===== src/rtl/sws_pkg.sv =====
`default_nettype none
// ----------------------------------------------------------------------------
// sws_pkg
// Shared types and constants of the sliding window statistics block.
// ----------------------------------------------------------------------------
package sws_pkg;

    localparam int SAMPLE_W = 16;
    localparam int COUNT_W  = 7;
    localparam int SUM_W    = 23;
    localparam int SQSUM_W  = 37;
    localparam int AVG_W    = 24;
    localparam int SD_W     = 24;
    localparam int OP_W     = 2;

    localparam logic [OP_W-1:0] OP_ADD    = 2'd0;
    localparam logic [OP_W-1:0] OP_CLEAR  = 2'd1;
    localparam logic [OP_W-1:0] OP_RECENT = 2'd2;

    typedef enum logic [2:0] {
        S_IDLE,
        S_READ,
        S_UPDATE,
        S_STATS,
        S_WAIT,
        S_STATUS,
        S_FETCH,
        S_EMIT
    } t_state;

    typedef struct packed {
        logic signed [AVG_W-1:0] avg;
        logic        [SD_W-1:0]  sd;
    } t_stats;

endpackage
`default_nettype wire


===== src/rtl/sws_div.sv =====
`default_nettype none
// ----------------------------------------------------------------------------
// sws_div
// Restoring divider that produces one quotient bit per cycle.
// ----------------------------------------------------------------------------
module sws_div #(
    parameter int NUM_W = 30,
    parameter int DEN_W = 7
) (
    input  wire              i_clk,
    input  wire              i_rst_n,
    input  wire              i_start,
    input  wire  [NUM_W-1:0] i_num,
    input  wire  [DEN_W-1:0] i_den,
    output logic [NUM_W-1:0] o_quot,
    output logic [DEN_W-1:0] o_rem,
    output logic             o_done
);

    localparam int CNT_W = $clog2(NUM_W + 1);

    logic             r_busy, n_busy;
    logic             r_done;
    logic [CNT_W-1:0] r_cnt;
    logic [NUM_W-1:0] r_num;
    logic [NUM_W-1:0] r_quot;
    logic [DEN_W-1:0] r_rem;
    logic [DEN_W-1:0] r_den;
    logic [DEN_W:0]   trial;
    logic             q_bit;

    assign trial = {r_rem, r_num[NUM_W-1]};
    assign q_bit = (trial >= {1'b0, r_den});
    assign n_busy = r_busy && (r_cnt != CNT_W'(1));

    always_ff @(posedge i_clk) begin
        if (!i_rst_n) begin
            r_busy <= 1'b0;
            r_done <= 1'b0;
            r_cnt  <= '0;
        end else begin
            r_done <= 1'b0;
            if (i_start) begin
                r_busy <= 1'b1;
                r_cnt  <= CNT_W'(NUM_W);
            end else if (r_busy) begin
                r_busy <= n_busy;
                r_done <= !n_busy;
                r_cnt  <= r_cnt - CNT_W'(1);
            end
        end
    end

    always_ff @(posedge i_clk) begin
        if (i_start) begin
            r_num <= i_num;
            r_den <= i_den;
            r_rem <= '0;
        end else if (r_busy) begin
            r_num  <= {r_num[NUM_W-2:0], 1'b0};
            r_quot <= {r_quot[NUM_W-2:0], q_bit};
            if (q_bit) begin
                r_rem <= DEN_W'(trial - {1'b0, r_den});
            end else begin
                r_rem <= trial[DEN_W-1:0];
            end
        end
    end

    assign o_quot = r_quot;
    assign o_rem  = r_rem;
    assign o_done = r_done;

endmodule
`default_nettype wire


===== src/rtl/sws_sqrt.sv =====
`default_nettype none
// ----------------------------------------------------------------------------
// sws_sqrt
// Integer square root that settles one result bit per cycle.
// ----------------------------------------------------------------------------
module sws_sqrt #(
    parameter int X_W = 48
) (
    input  wire                i_clk,
    input  wire                i_rst_n,
    input  wire                i_start,
    input  wire  [X_W-1:0]     i_x,
    output logic [X_W/2-1:0]   o_root,
    output logic               o_done
);

    localparam int STEPS = X_W / 2;
    localparam int CNT_W = $clog2(STEPS + 1);

    logic             r_busy, n_busy;
    logic             r_done;
    logic [CNT_W-1:0] r_cnt;
    logic [X_W-1:0]   r_x;
    logic [X_W-1:0]   r_res;
    logic [X_W-1:0]   r_bit;
    logic [X_W-1:0]   trial;

    assign trial  = r_res + r_bit;
    assign n_busy = r_busy && (r_cnt != CNT_W'(1));

    always_ff @(posedge i_clk) begin
        if (!i_rst_n) begin
            r_busy <= 1'b0;
            r_done <= 1'b0;
            r_cnt  <= '0;
        end else begin
            r_done <= 1'b0;
            if (i_start) begin
                r_busy <= 1'b1;
                r_cnt  <= CNT_W'(STEPS);
            end else if (r_busy) begin
                r_busy <= n_busy;
                r_done <= !n_busy;
                r_cnt  <= r_cnt - CNT_W'(1);
            end
        end
    end

    always_ff @(posedge i_clk) begin
        if (i_start) begin
            r_x   <= i_x;
            r_res <= '0;
            r_bit <= X_W'(1) << (X_W - 2);
        end else if (r_busy) begin
            if (r_x >= trial) begin
                r_x   <= r_x - trial;
                r_res <= (r_res >> 1) + r_bit;
            end else begin
                r_res <= r_res >> 1;
            end
            r_bit <= r_bit >> 2;
        end
    end

    assign o_root = r_res[X_W/2-1:0];
    assign o_done = r_done;

endmodule
`default_nettype wire


===== src/rtl/sws_stats.sv =====
`default_nettype none
// ----------------------------------------------------------------------------
// sws_stats
// Mean and population standard deviation in Q8 from count, sum and square sum.
// ----------------------------------------------------------------------------
module sws_stats
    import sws_pkg::*;
(
    input  wire                        i_clk,
    input  wire                        i_rst_n,
    input  wire                        i_start,
    input  wire  [COUNT_W-1:0]         i_count,
    input  wire  signed [SUM_W-1:0]    i_sum,
    input  wire  [SQSUM_W-1:0]         i_sqsum,
    output t_stats                     o_stats,
    output logic                       o_done
);

    localparam int ABS_W  = SUM_W - 1;
    localparam int PROD_W = 2 * ABS_W;
    localparam int NN_W   = 13;
    localparam int ANUM_W = ABS_W + 8;
    localparam int VNUM_W = PROD_W - 1 + 16;
    localparam int ROOT_X = 48;

    logic                r_v1;
    logic [COUNT_W-1:0]  r_n;
    logic                r_neg;
    logic [PROD_W-1:0]   r_prod_a;
    logic [PROD_W-1:0]   r_prod_b;
    logic [NN_W-1:0]     r_nn;
    logic [ANUM_W-1:0]   r_anum;
    logic [SUM_W-1:0]    sum_abs_w;
    logic [ABS_W-1:0]    sum_abs;
    logic [PROD_W-1:0]   diff;
    logic [ANUM_W-1:0]   avg_q;
    logic [COUNT_W-1:0]  avg_r;
    logic                avg_done;
    logic [VNUM_W-1:0]   var_q;
    logic [NN_W-1:0]     var_r;
    logic                var_done;
    logic [ROOT_X/2-1:0] root;
    logic                root_done;
    logic [ANUM_W-1:0]   avg_mag;
    logic [ANUM_W-1:0]   avg_val;

    assign sum_abs_w = i_sum[SUM_W-1] ? SUM_W'(-i_sum) : i_sum;
    assign sum_abs   = sum_abs_w[ABS_W-1:0];

    always_ff @(posedge i_clk) begin
        if (!i_rst_n) begin
            r_v1 <= 1'b0;
        end else begin
            r_v1 <= i_start;
        end
    end

    always_ff @(posedge i_clk) begin
        if (i_start) begin
            r_n      <= i_count;
            r_neg    <= i_sum[SUM_W-1];
            r_prod_a <= PROD_W'(i_count) * PROD_W'(i_sqsum);
            r_prod_b <= PROD_W'(sum_abs) * PROD_W'(sum_abs);
            r_nn     <= NN_W'(i_count) * NN_W'(i_count);
            r_anum   <= {sum_abs, 8'b0};
        end
    end

    assign diff = (r_prod_a >= r_prod_b) ? (r_prod_a - r_prod_b) : '0;

    sws_div #(
        .NUM_W (ANUM_W),
        .DEN_W (COUNT_W)
    ) u_avg_div (
        .i_clk   (i_clk),
        .i_rst_n (i_rst_n),
        .i_start (r_v1),
        .i_num   (r_anum),
        .i_den   (r_n),
        .o_quot  (avg_q),
        .o_rem   (avg_r),
        .o_done  (avg_done)
    );

    sws_div #(
        .NUM_W (VNUM_W),
        .DEN_W (NN_W)
    ) u_var_div (
        .i_clk   (i_clk),
        .i_rst_n (i_rst_n),
        .i_start (r_v1),
        .i_num   ({diff[PROD_W-2:0], 16'b0}),
        .i_den   (r_nn),
        .o_quot  (var_q),
        .o_rem   (var_r),
        .o_done  (var_done)
    );

    sws_sqrt #(
        .X_W (ROOT_X)
    ) u_sqrt (
        .i_clk   (i_clk),
        .i_rst_n (i_rst_n),
        .i_start (var_done),
        .i_x     (var_q[ROOT_X-1:0]),
        .o_root  (root),
        .o_done  (root_done)
    );

    // The mean is floored, so a negative quotient with a remainder steps down by one.
    assign avg_mag = avg_q + ANUM_W'(r_neg && (avg_r != '0) && (var_r == var_r));
    assign avg_val = r_neg ? ANUM_W'(-avg_mag) : avg_mag;

    assign o_stats.avg = (r_n == '0) ? '0 : AVG_W'(avg_val);
    assign o_stats.sd  = (r_n < COUNT_W'(2)) ? '0 : SD_W'(root);
    assign o_done      = root_done && !avg_done;

endmodule
`default_nettype wire


===== config.mk =====
export PLATFORM = sky130hd
export DESIGN_NAME = sws_stats
export DESIGN_NICKNAME = d
export VERILOG_FILES = /design/src/rtl/sws_pkg.sv /design/src/rtl/sws_div.sv /design/src/rtl/sws_sqrt.sv /design/src/rtl/sws_stats.sv
export SDC_FILE = /design/constraint.sdc
export NUM_CORES = 2
export LEC_CHECK = 0
export ABC_AREA = 1
export BUFFER_PORTS_ARGS = -buffer_cell sky130_fd_sc_hd__buf_2
export CAP_MARGIN = 25
export CORE_MARGIN = 2
export CORE_UTILIZATION = 60
export CTS_BUF_LIST = sky130_fd_sc_hd__clkbuf_8
export CTS_CLUSTER_DIAMETER = 150
export CTS_CLUSTER_SIZE = 40
export DETAILED_ROUTE_END_ITERATION = 6
export PLACE_DENSITY = 0.8
export SYNTH_ARGS = -nofsm -noshare
export SYNTH_HDL_FRONTEND = slang
export SYNTH_HIERARCHICAL = 1
export SYNTH_SLANG_ARGS = --single-unit
export TNS_END_PERCENT = 30

===== constraint.sdc =====
create_clock -name i_clk -period 8.34 [get_ports i_clk]
set_clock_uncertainty 0.1 [all_clocks]
set_input_delay 1.251 -clock i_clk [delete_from_list [all_inputs] [get_ports i_clk]]
set_output_delay 1.251 -clock i_clk [all_outputs]
set_load 0.01 [all_outputs]

==> impl_metrics.py <==
metrics = {
    "placed_design": {
        "placedCellCount": 9262,
        "dp_hpwl_mm": 133,
        "gp_congestion": 1.02,
        "dp_worst_setup_slack_ns": -0.175,
        "io_buffer_count": 118,
    },
    "run_status": {
        "status": "finished clean",
    },
    "global_route": {
        "grt_max_degree": 66,
        "overflow": 0,
        "first_global_vias": 50581,
        "antenna_found_initial": 6,
        "grt_pass1_wl_mm": 261,
        "grt_use_total_pct": 32.9,
    },
    "clock_network": {
        "holdBufCountCts": 0,
        "htree_num_levels": 1,
        "clk_pin_slew_ns": 0.23,
        "numCtsBuffers": 17,
        "cts_buffer_depth": 3,
        "cts_tree": "built",
        "root_buffer": "clkbuf_8",
        "cts_num_sinks": 471,
        "cts_setup_buffers": 0,
        "insertion_delay_ns": 0.73,
    },
    "setup_path": {
        "slowest_delay_ns": 0.58,
        "worstPathMaxFanout": 4,
        "crit_required_ns": 8.77,
        "crit_arrival_ns": 8.24,
        "endpoint_kind": "flip-flop",
        "worst-setup-path-type": "input port to flip-flop",
        "worstSetupStartpointType": "input port",
        "slowest_stage": "fa_1",
    },
    "drt": {
        "num_vias": 51001,
        "vias_per_cell": 5.49,
        "drt_iter0_drc": 4214,
        "wl_mm": 161,
        "ant_nets": 0,
        "wl_per_cell_um": 17.4,
        "drc": 0,
        "dr.pass1.iters": 5,
    },
    "timing": {
        "fin_crit_ns": 7.82,
        "timing.hold.ws_ns": 0.340,
        "relSlewSlack_pct": 28.0,
        "finalSetupViolations": 0,
        "max_freq_ghz": 0.128,
        "slew_violations": 0,
        "final.setup.worst_slack_ns": 0.524,
        "fin_crit_sh_pct": 93.7,
        "hold_violations": 0,
        "rsz0062_at_grt": "false",
        "tightest_slew_ns": 1.08,
    },
    "finish": {
        "final_common_cell": "nand2_1",
        "drive_gt1_share_pct": 6.96,
        "final_cell_mix": "nand2_1 (2279), inv_1 (1477), nor2_1 (669), fa_1 (535), nand3_1 (419)",
        "final_cells": 9296,
        "multiInputGateArea_um2": 37800,
        "fin_util_pct": 64.1,
        "fillers": 8562,
        "final_nets": 9037,
        "seqCellArea_um2": 13000,
        "area_growth_syn_to_layout_pct": 6.02,
    },
    "die": {
        "core_area_um2": 94700,
        "chipHeight_um": 313,
        "die_w_um": 313,
        "die-area_um2": 97900,
        "rows": 113,
        "pin_count": 119,
        "initial_core_util_pct": 60.4,
    },
    "synthesis": {
        "syn-cell-area_um2": 57300,
        "synthCells": 7822,
        "yosysWarnings": 6,
        "postSynthAreaPerCell_um2": 7.32,
    },
    "min_path": {
        "hold_path_class": "flip-flop to flip-flop",
    },
    "job": {
        "maxCapViolations": 0,
    },
}
through the flow:
step	setup TNS (ns)	instance area, um2
after detailed placement	-1.91	60300
after global placement	-0.0738	60200
final	0	60700
after CTS	0	60700
after global routing	0	60700
after floorplan	0	57300
layer usage:
| metal | wire (um) | global-route usage [%] |
|---|---|---|
| met1 | 67200 | 43.1 |
| met2 | 77600 | 56.6 |
| met3 | 9860 | 3.20 |
| met4 | 6770 | 12.4 |
| met5 | 22 | 0 |
critical path, delay by kind of cell:
| kind | cells | cell delay [ns] |
|---|---|---|
| AOI/OAI and AO/OA | 3 | 0.51 |
| adders and majority gates | 8 | 3.80 |
| buffers and inverters | 12 | 1.17 |
| and+or+nand+nor | 10 | 1.50 |
repair_timing:
item,4_1_cts,5_1_grt
endpoints found under the setup margin,0,1
endpoints found under the hold margin,0,0
resized for setup,0,1
registers in the layout, summed over array words and instances (netlist names), 11 cells and up:
register and count:
u_var_div/o_quot 48, u_var_div/r_den 13, u_sqrt/r_res 48, u_sqrt/r_bit 24, u_sqrt/r_x 48, r_prod_b 43
u_var_div/o_rem 13, r_prod_a 44, r_nn 11, u_avg_div/o_quot 24, r_anum 21, u_var_div/r_num 59
u_avg_div/r_num 30
final timing paths:
check	endpoint	slack [ns]	cells after the start	startpoint
max	r_prod_b[32]	0.52	33	i_sum[0]
min	u_var_div/r_den[10]	0.34	0	r_nn[10]
max reg2reg	u_sqrt/r_res[37]	2.69	22	u_sqrt/r_res[4]
min reg2reg	u_var_div/r_den[10]	0.34	0	r_nn[10]
layout make-up:
| type | count | area share [%] |
|---|---|---|
| Antenna cell | 3 | 0.0124 |
| Clock buffer | 17 | 0.385 |
| Clock inverter | 13 | 0.245 |
| Inverter | 1513 | 9.36 |
| Multi-Input combinational cell | 5682 | 62.2 |
| Sequential cell | 471 | 21.4 |
| Tap cell | 1265 | 2.61 |
| Timing Repair Buffer | 332 | 3.75 |
Power is not shown: default switching activity piles up to over one toggle a cycle in this logic, so the estimate is an artifact.
