### src/rtl/sws_pkg.sv
`default_nettype none
// ----------------------------------------------------------------------------
// sws_pkg
// Shared types and constants of the sliding window statistics block.
// ----------------------------------------------------------------------------
package sws_pkg;

    localparam int SAMPLE_W = 16;
    localparam int COUNT_W  = 7;
    localparam int SUM_W    = 23;
    localparam int SQSUM_W  = 37;
    localparam int AVG_W    = 24;
    localparam int SD_W     = 24;
    localparam int OP_W     = 2;

    localparam logic [OP_W-1:0] OP_ADD    = 2'd0;
    localparam logic [OP_W-1:0] OP_CLEAR  = 2'd1;
    localparam logic [OP_W-1:0] OP_RECENT = 2'd2;

    typedef enum logic [2:0] {
        S_IDLE,
        S_READ,
        S_UPDATE,
        S_STATS,
        S_WAIT,
        S_STATUS,
        S_FETCH,
        S_EMIT
    } t_state;

    typedef struct packed {
        logic signed [AVG_W-1:0] avg;
        logic        [SD_W-1:0]  sd;
    } t_stats;

endpackage
`default_nettype wire

### src/rtl/sws_ring.sv
`default_nettype none
// ----------------------------------------------------------------------------
// sws_ring
// Sample ring memory with one write port and one registered read port.
// ----------------------------------------------------------------------------
module sws_ring
    import sws_pkg::*;
#(
    parameter int DEPTH = 64
) (
    input  wire                          i_clk,
    input  wire                          i_rd_en,
    input  wire  [$clog2(DEPTH)-1:0]     i_rd_addr,
    output logic signed [SAMPLE_W-1:0]   o_rd_data,
    input  wire                          i_wr_en,
    input  wire  [$clog2(DEPTH)-1:0]     i_wr_addr,
    input  wire  signed [SAMPLE_W-1:0]   i_wr_data
);

    logic signed [SAMPLE_W-1:0] r_mem [DEPTH];
    logic signed [SAMPLE_W-1:0] r_rd_data;

    always_ff @(posedge i_clk) begin
        if (i_wr_en) begin
            r_mem[i_wr_addr] <= i_wr_data;
        end
        if (i_rd_en) begin
            r_rd_data <= r_mem[i_rd_addr];
        end
    end

    assign o_rd_data = r_rd_data;

endmodule
`default_nettype wire

### config.mk
export PLATFORM = sky130hd
export DESIGN_NAME = sws_ring
export DESIGN_NICKNAME = d
export VERILOG_FILES = /design/src/rtl/sws_pkg.sv /design/src/rtl/sws_ring.sv
export SDC_FILE = /design/constraint.sdc
export NUM_CORES = 1
export LEC_CHECK = 0
export BUFFER_PORTS_ARGS = -buffer_cell sky130_fd_sc_hd__buf_2
export CAP_MARGIN = 20
export CORE_ASPECT_RATIO = 0.5
export CORE_MARGIN = 5
export CORE_UTILIZATION = 23
export CTS_BUF_LIST = sky130_fd_sc_hd__clkbuf_8
export CTS_CLUSTER_DIAMETER = 150
export CTS_CLUSTER_SIZE = 24
export DETAILED_ROUTE_END_ITERATION = 6
export PLACE_DENSITY = 0.49
export RECOVER_POWER = 50
export SLEW_MARGIN = 20
export SYNTH_ARGS = -nofsm -noshare
export SYNTH_HDL_FRONTEND = slang
export SYNTH_SLANG_ARGS = --single-unit
### constraint.sdc
create_clock -name i_clk -period 1.96 [get_ports i_clk]
set_input_delay 0 -clock i_clk [delete_from_list [all_inputs] [get_ports i_clk]]
set_output_delay 0 -clock i_clk [all_outputs]
set_load 0.02 [all_outputs]
==> impl_results.md, run 1 <==
- Fmax: 0.494 GHz
- Crit path DAT: 2480 ps
- Clock transition at path regs: 150 ps
- Core footprint: about 170,000 µm²
- Switching Share: 0.225
- Mapped Nets: roughly 1,900
- Largest net degree at the start of global routing: 65
- Via count: 19,300
- All-layer global routing usage: 0.112
- Worst Skew: 56.4 ps
- Cell area after synthesis: around 40,000 µm²
- Clk_lat worst skew: 770 ps
- Detailed-route wire length: about 110,000 µm
- Width of the die: 601 µm
- Hold_sp: i_wr_addr[3]
- Worst setup path startpoint: r_mem[61][11]
- CP Max Fanout: 1
- VDD IR-drop max: about 0.42 mV
- Startpoint types: flip-flop
- Fin crit period: 2020 ps
- Post-synth cell types: 42
- Syn Area/Cell: between 20 and 25 µm²
- Slew HR: -0.154
- Worst setup path class: flip-flop to flip-flop
- Cell Pwr Density: 775 nW/µm²
- Clock Root Buffer: clkbuf_8
- Worst hold-check path type: input pin to flip-flop
- DR pass1 iterations: 7
- H-tree depth: 2
- Setup ws final: -64.6 ps
- Element type at the critical path end: flip-flop
- Share of cells above drive strength 1: 0.320
- Register area share after synthesis: 0.777
- Final setup vio count: 5
- Final slew viol count: between 500 and 600
- Cts bufs inserted: 49
- Clock share of power: 0.241
- # DRC: 2
- Sink Count: 1,040
- Internal power: about 0.028 W
- CTS tree: built
- Total power: 0.0364 W
- Yosys Warn Count: 0
- Nets@finish: around 2,200
- Slew at the pin closest to its max-slew limit: roughly 1700 ps
- Vias per cell: 4.31
- Lkg Pwr: 14.4 nW
- Die area: ~180,000 µm²
- Mapped Cells: 1,829
- DR WL/cell: 23.7 µm
- # placed instances: between 4,000 and 5,000
- Worst R2R End: o_rd_data[11]
- Gr ovfl total: 0
- Final hold violation count: 0
- Die Ht: 306 µm
- Max Cap Violations: 10
- Vias in the first global route: approximately 20,000
- Outcome: complete, but fails checks
- Clk buf depth: 3
- Initial antenna violation count: 2
- Detailed Route Iter0 Violations: 1,841
- First-pass GRT wire length: 151,000 µm
- Sw Pwr: 0.00818 W
- RR Startpoint: r_mem[61][11]
- DP HPWL: 67,600 µm
- Filler cells: 17,200
- Flop pwr share: 0.679
- Worst Path Required: 2420 ps
- Flip-flop and latch count after synthesis: 1,040
- Fin cells: 4,471
- Fin util: 0.271
- Antenna Nets Post-Route: 0
- R2R depth: 5
- PortBufs: 46
- Reg2Reg Setup Slack: -60 ps
- Setup bufs post-CTS: 0
- Final period util: 1.03
- Gpl congestion: 0.783
- RSZ-0062 raised after global routing: true
- Site Rows: 108
- Comb pwr share: 0.080
- IO Pins: 47
- Syn-to-layout area delta: 16.8%
- Failing checks: design-rule violations, max-capacitance violations, max-slew violations, negative setup slack
- Initial Util: 0.232
- End of the critical path: o_rd_data[11]
## cell usage after synthesis (all sizes together)
cell type	count	area, µm²
a211o	8	70.1
nor3	2	10.0
a22o	6	52.6
nor4	3	37.5
a221o	6	60.1
or3b	1	8.76
a31oi	8	50.1
edfxtp	1040	31200
mux2	27	304
o21ai	8	40.0
a41oi	5	43.8
nand2b	3	18.8
and2	2	12.5
nand3	24	120
a21oi	17	85.1
a311oi	8	70.1
nand2	60	233
nand4b	1	8.76
and4	5	43.8
a22oi	39	293
mux2i	85	851
mux4	224	5060
nor2	74	283
a221oi	16	140
nor2b	30	188
a211oi	8	60.1
or3	1	6.26
nand4	12	75.1
clkbuf	27	108
nand3b	2	15.0
buf	77	626
## kinds of logic (layout without fill, tap and decap cells)
| logic type | Yosys count | in the layout | synth area share |
|---|---|---|---|
| compound gates | 129 | 129 | 0.0240 |
| simple gates | 220 | 220 | 0.0264 |
| flops | 1040 | 1040 | 0.777 |
| other cells | 0 | 2 | 0 |
| buf+inv | 104 | 434 | 0.0182 |
| mux | 336 | 336 | 0.155 |
## repair_timing
| item | 4_1_cts | 5_1_grt |
|---|---|---|
| pin swaps | 25 | 13 |
| hold buffers | 25 | 0 |
| resized for setup | 44 | 14 |
| gates cloned | 0 | 0 |
| endpoints found under the setup margin | 15 | 14 |
| hold endpoints to repair | 1089 | 0 |
## area by class of cell
cell class                      instances  area, µm²  area share
Antenna cell                            2       5.00    0.000107
Clock buffer                           51        702      0.0149
Clock inverter                          2       23.8    0.000506
Multi-Input combinational cell        685       8580       0.183
Sequential cell                      1040      31200       0.665
Tap cell                             2310       2890      0.0615
Timing Repair Buffer                  381       3550      0.0756
## layout by cell type, fill, tap and decap left out, drive strengths merged, types with 3 or more instances in the layout
cell,synthesis,final
a211o,8,8
a211oi,8,8
a21oi,17,17
a221o,6,6
a221oi,16,16
a22o,6,6
a22oi,39,39
a311oi,8,8
a31oi,8,8
a41oi,5,5
and4,5,5
buf,77,324
clkbuf,27,83
dlygate4sd3,0,25
edfxtp,1040,1040
mux2,27,27
mux2i,85,85
mux4,224,224
nand2,60,60
nand2b,3,3
nand3,24,24
nand4,12,12
nor2,74,74
nor2b,30,30
nor4,3,3
o21ai,8,8
## worst min path at each step
stage                               end  slack, ps  depth (start not counted)
after global routing       r_mem[14][3]         80                          3
final                      r_mem[14][3]        110                          3
after detailed placement  r_mem[12][13]        400                          1
after global placement    r_mem[14][13]        400                          1
after CTS                  r_mem[14][3]         20                          3
after floorplan             r_mem[0][0]        100                          0
## metal layers
metal | part of all wire | global-route usage | up-vias
li1 | - | - | 8245
met1 | 0.43 | 0.150 | 10600
met2 | 0.51 | 0.197 | 366
met3 | 0.038 | 0.0102 | 106
met4 | 0.022 | 0.0242 | 0
met5 | 0 | 0 | -
## metrics by stage
stage,TNS [ps],setup slack [ps],hold WS [ps],area (µm²)
floorplan,0,2.20,98.9,40200
global placement,-9040,-733,398,45900
detailed placement,-9110,-736,404,45900
CTS,-339,-104,20.0,47100
global route,-1170,-145,84.9,47000
finish,-131,-64.6,111,47000
## power groups by stage
| stage | combinational, W | clock (W) | sequential, W |
|---|---|---|---|
| global route | 0.00308 | 0.00989 | 0.0247 |
| detailed placement | 0.00288 | 0 | 0.0252 |
| CTS | 0.00300 | 0.00916 | 0.0247 |
| finish | 0.00290 | 0.00879 | 0.0247 |
| floorplan | 0.00128 | 0 | 0.0252 |
| global placement | 0.00286 | 0 | 0.0252 |
## critical path, cell delays in order (launching register included)
cell,delay (ps)
edfxtp_1,400
mux4_2,480
mux2_4,320
a221oi_4,340
buf_6,160
a311oi_4,50
## state kept, by name, summed over array words and instances (netlist names)
signal / count
r_mem: 1024
o_rd_data: 16
(Power assumes the default switching activity.)
==> run 2: changes to the inputs <==
--- a/config.mk
+++ b/config.mk
@@ -9,12 +9,12 @@
 export CAP_MARGIN = 20
 export CORE_ASPECT_RATIO = 0.5
 export CORE_MARGIN = 5
-export CORE_UTILIZATION = 23
+export CORE_UTILIZATION = 45
 export CTS_BUF_LIST = sky130_fd_sc_hd__clkbuf_8
 export CTS_CLUSTER_DIAMETER = 150
 export CTS_CLUSTER_SIZE = 24
 export DETAILED_ROUTE_END_ITERATION = 6
-export PLACE_DENSITY = 0.49
+export PLACE_DENSITY = 0.73
 export RECOVER_POWER = 50
 export SLEW_MARGIN = 20
 export SYNTH_ARGS = -nofsm -noshare
==> constraint.sdc (replaced) <==
create_clock -name i_clk -period 1.96 [get_ports i_clk]
set_input_delay 0 -clock i_clk [delete_from_list [all_inputs] [get_ports i_clk]]
set_output_delay 0 -clock i_clk [all_outputs]
set_load 0.1 [all_outputs]
==> run 2 against run 1 <==
  * The run ends with max-capacitance violations, max-slew violations, negative setup slack left
  * First-iteration DRC count increased by 31%
  * Non-clock buffer count shrank 53
  * Design area down 4.2%
  * Routed wire length shrank 14%
  * Sequential share of layout area grew 2.9 points
  * Global-route usage is 7.6 points higher
  * Sequential power about the same
  * Critical path depth decreased by 2
  * Clock-buffer cell count decreased by 2
  * Critical endpoint is now r_mem[56][2]
  * Largest power group unchanged
==> impl_results.md, run 2 (same netlist as run 1, synthesis figures left out) <==
- Outcome: complete, but fails checks
- Failing checks: max-capacitance violations, max-slew violations, negative setup slack
- Core footprint: around 88,000 µm²
- Cell Pwr Density: roughly 800 nW/µm²
- DR pass1 iterations: 7
- Worst Skew: 32.8 ps
- Fin crit period: between 2000 and 2500 ps
- H-tree depth: 2
- Clock Root Buffer: clkbuf_8
- Initial antenna violation count: 4
- Max Cap Violations: 7
- Final setup vio count: 58
- Gr ovfl total: 0
- Fin util: 0.509
- Fmax: 0.477 GHz
- Crit path DAT: 2610 ps
- Most common cell after layout, fill and taps aside: edfxtp_1
- Width of the die: 433 µm
- Via count: 19,600
- DR WL/cell: around 28 µm
- CP cell instances: dlygate4sd3_1 -> clkbuf_1 -> clkbuf_4
- Share of cells above drive strength 1: 0.299
- Biggest register: r_mem
- Worst hold-check path type: input pin to flip-flop
- PortBufs: between 40 and 50
- VDD IR-drop max: 0.457 mV
- Clock transition at path regs: between 100 and 150 ps
- Worst Path Required: roughly 2500 ps
- Largest net degree at the start of global routing: 65
- Vias per cell: 5.95
- Cts bufs inserted: 49
- Gpl congestion: 0.829
- Syn-to-layout area delta: 11.9%
- Vias in the first global route: 19,500
- Startpoint types: input pin
- Top delay family on crit path: buffers and inverters
- CP Max Fanout: 31
- All-layer global routing usage: 0.188
- Nets@finish: 2,135
- Largest register FFs: 1,024
- Grt met2 use: 0.306
- Die Ht: between 200 and 250 µm
- Clk buf depth: 3
- GR peak layer: met2
- First-pass GRT wire length: approximately 130,000 µm
- Slew HR: -0.364
- Setup ws final: -135 ps
- Element type at the critical path end: flip-flop
- Fin cells: ~3,300
- Initial Util: 0.455
- Detailed Route Iter0 Violations: between 2,000 and 2,500
- Sink Count: 1,040
- Clk_lat worst skew: approximately 710 ps
- Site Rows: 77
- Reg2Reg Setup Slack: -40 ps
- Final slew viol count: 336
- Met3 Track Usage GR: 0.0295
- Detailed-route wire length: a little over 90,000 µm
- Final period util: 1.07
- Met1 Use GR: 0.268
- IO Pins: 47
- Max stage delay cell, worst path: clkbuf_1
- # DRC: 0
- Setup bufs post-CTS: 0
- Finished layout cell area: roughly 45,000 µm²
- Most frequent cells in the layout: edfxtp_1 (1,040), mux4_2 (220), buf_4 (178)
- # placed instances: 3,215
- Dpl cell area: about 44,000 µm²
- CTS tree: built
- DP HPWL: about 57,000 µm
- Worst setup path class: input pin to flip-flop
- Final hold violation count: 0
- Slew at the pin closest to its max-slew limit: 2050 ps
- Crit-path max cell delay: 1450 ps
- Antenna Nets Post-Route: 0
- Worst path buffer plus inverter count: 3
- RSZ-0062 raised after global routing: true
- Total power: 0.0358 W
- Lkg Pwr: 14.1 nW
- Die area: 95,800 µm²
==> run 2: per-stage QoR <==
| step | setup TNS [ps] | worst slack, ps | hold WS [ps] |
|---|---|---|---|
| floorplan | 0 | 2.20 | 98.9 |
| detailed placement | -6020 | -487 | 545 |
| CTS | -275 | -59.5 | 2.00 |
| global route | -8600 | -146 | 49.8 |
| finish | -4370 | -135 | 61.8 |
| global placement | -5880 | -504 | 517 |
==> run 2: cell type report <==
| type | instances | area (µm²) |
|---|---|---|
| fill | 6762 | 43500 |
| sequential | 1040 | 31200 |
| multi-input combinational | 685 | 8460 |
| timing repair buffer | 328 | 3120 |
| tap | 1185 | 1480 |
| clock buffer | 49 | 674 |
| clock inverter | 1 | 16.3 |
| antenna | 2 | 5.00 |
==> run 2: worst min-delay path, stage by stage <==
cell	delay [ps]
buf_2	160
nand4_1	180
nor2_1	90
buf_4	160
==> run 2: where the power goes <==
group / switching [W] / internal, W / leakage [nW]
combinational: 0.00172 / 0.00109 / 4.37
clock: 0.00597 / 0.00231 / 0.360
sequential: 0.0000676 / 0.0247 / 9.37
==> run 2: final timing paths <==
path | start | endpoint | depth (start not counted)
setup / recovery | i_wr_data[2] | r_mem[56][2] | 3
hold / removal | i_wr_addr[0] | r_mem[55][2] | 4
setup reg to reg | r_mem[7][15] | o_rd_data[15] | 6
hold reg to reg | r_mem[27][12] | o_rd_data[12] | 4
==> run 2: what timing repair did <==
item | 4_1_cts | 5_1_grt
endpoints found under the hold margin | 907 | 0
pin swaps | 17 | 8
resized for setup | 30 | 13
setup endpoints to repair | 10 | 13
hold buffers | 24 | 0
==> run 2: layer usage <==
| layer | part of all wire | vias to the layer above |
|---|---|---|
| li1 | - | 8152 |
| met1 | 0.40 | 10400 |
| met2 | 0.50 | 861 |
| met3 | 0.079 | 128 |
| met4 | 0.027 | 2 |
| met5 | 0.00014 | - |
==> run 3: changes to the inputs <==
--- a/config.mk
+++ b/config.mk
@@ -14,6 +14,7 @@
 export CTS_CLUSTER_DIAMETER = 150
 export CTS_CLUSTER_SIZE = 24
 export DETAILED_ROUTE_END_ITERATION = 6
+export MAX_ROUTING_LAYER = met4
 export PLACE_DENSITY = 0.73
 export RECOVER_POWER = 50
 export SLEW_MARGIN = 20
==> run 3 against run 2 <==
  * The flow still finishes with violations (max-capacitance violations, max-slew violations, negative setup slack)
  * Design area about the same
  * Hold slack better by 3.1 ps
  * Register-to-register slack about the same
  * Largest cell class unchanged
==> impl_results.md, run 3 (same netlist as run 1, synthesis figures left out) <==
- Fin util: 0.509
- RR Startpoint: r_mem[23][15]
- Antenna Nets Post-Route: 0
- DP HPWL: 57,500 µm
- Cell Pwr Density: 797 nW/µm²
- First-pass GRT wire length: 133,000 µm
- Fmax: 0.496 GHz
- Worst path buffer plus inverter count: 3
- Width of the die: 433 µm
- Slew at the pin closest to its max-slew limit: 1950 ps
- Die area: 95,800 µm²
- Site Rows: 77
- Finished layout cell area: 45,000 µm²
- Element type at the critical path end: flip-flop
- Clk buf depth: 3
- Final hold violation count: 0
- Final slew viol count: 244
- Dpl cell area: 44,000 µm²
- Most frequent cells in the layout: edfxtp_1 (1,040), mux4_2 (220), buf_4 (179)
- Sink Count: 1,040
- CP Depth: 3
- Outcome: complete, but fails checks
- Nets@finish: 2,135
- Via count: 19,700
- RSZ-0062 raised after global routing: true
- Die Ht: 221 µm
- CP cell instances: dlygate4sd3_1 -> clkbuf_1 -> clkbuf_4
- Detailed-route wire length: 90,800 µm
- Filler cells: 6,763
- Routed wl met3: around 7200 µm
- Syn-to-layout area delta: 11.9%
- Fin cells: ~3,300
- Lkg Pwr: 14.1 nW
- Vias per cell: 5.98
- DR WL met2: 45,000 µm
- Initial antenna violation count: 4
- Crit path DAT: 2540 ps
- M1 wire length: roughly 36,000 µm
- CP Max Fanout: 31
- # placed instances: 3,215
- Final setup vio count: between 40 and 50
- PortBufs: 46
- IO Pins: 47
- VDD IR-drop max: 0.447 mV
- Reg2Reg Setup Slack: -50 ps
- Core footprint: 88,400 µm²
- Worst setup path startpoint: i_wr_data[2]
- Worst Path Required: about 2500 ps
- Fin crit period: 2010 ps
- Failing checks: max-capacitance violations, max-slew violations, negative setup slack
- Share of cells above drive strength 1: 0.299
- Hold Crit Depth: 4
- Largest net degree at the start of global routing: 65
- Clock transition at path regs: 140 ps
- R2R depth: 6
- Gr ovfl total: 0
- Most common cell after layout, fill and taps aside: edfxtp_1
- End of the critical path: r_mem[56][2]
- CTS tree: built
- Largest register FFs: 1,024
- Max stage delay cell, worst path: clkbuf_1
- All-layer global routing usage: 0.194
- Worst R2R End: o_rd_data[15]
- Final period util: 1.03
- H-tree depth: 2
- Max Cap Violations: 7
- Top Layer Used: met4
- DR pass1 iterations: 7
- Crit-path max cell delay: ~1400 ps
- # DRC: 0
- Setup ws final: -54.2 ps
- Clock Root Buffer: clkbuf_8
- Top delay family on crit path: buffers and inverters
- Cts bufs inserted: 49
- Worst hold-check path type: input pin to flip-flop
- DR WL/cell: 27.6 µm
- Worst Skew: 27.4 ps
- Gpl congestion: 0.843
- Detailed Route Iter0 Violations: around 2,400
- Initial Util: 0.455
- Total power: about 0.036 W
- Worst setup path class: input pin to flip-flop
- Clk_lat worst skew: 700 ps
- Slew HR: -0.299
- Vias in the first global route: 19,400
- Startpoint types: input pin
- Setup TNS: -1350 ps
- Biggest register: r_mem
run 3: repair_timing:
action                                  4_1_cts  5_1_grt
buffers inserted                              0        0
endpoints found under the setup margin       10       13
hold buffers                                 24        0
hold endpoints to repair                    907        0
gates resized for setup                      30       12
pin swaps                                    17        9
run 3: how the worst min path moves through the flow:
| stage | startpoint | slack (ps) | end |
|---|---|---|---|
| floorplan | i_wr_data[0] | 100 | r_mem[0][0] |
| global placement | i_wr_addr[1] | 520 | r_mem[51][5] |
| detailed placement | i_wr_addr[1] | 540 | r_mem[51][5] |
| CTS | i_wr_addr[0] | 2 | r_mem[55][2] |
| global route | i_rd_addr[2] | 50 | o_rd_data[7] |
| finish | i_wr_addr[0] | 60 | r_mem[55][2] |
run 3: per-stage QoR:
step	setup WS (ps)	hold WS (ps)
after floorplan	2.20	98.9
after global placement	-504	517
after detailed placement	-487	545
after CTS	-59.5	2.00
after global routing	-146	49.8
final	-54.2	64.9
run 3: layer usage:
layer	GRT usage	vias to the layer above
li1	-	8144
met1	0.269	10500
met2	0.307	901
met3	0.0288	131
met4	0.0469	0
met5	-	-
run 3: cell type report:
| type | instances | area (µm²) | share of cell area |
|---|---|---|---|
| diodes | 3 | 7.51 | 0.000167 |
| well taps | 1185 | 1480 | 0.0330 |
| multi-input cells | 685 | 8460 | 0.188 |
| clock inverters | 1 | 16.3 | 0.000362 |
| flip-flops and latches | 1040 | 31200 | 0.694 |
| repair buffers | 328 | 3110 | 0.0692 |
| clock buffers | 49 | 674 | 0.0150 |
run 3: worst min-delay path, cell delays in order:
cell and delay, ps:
buf_2 170, nand4_1 180, nor2_1 90, buf_4 160
run 3: power by group:
| group | internal (W) | switching [W] |
|---|---|---|
| Clock | 0.00231 | 0.00600 |
| Sequential | 0.0247 | 0.0000680 |
| Combinational | 0.00109 | 0.00172 |
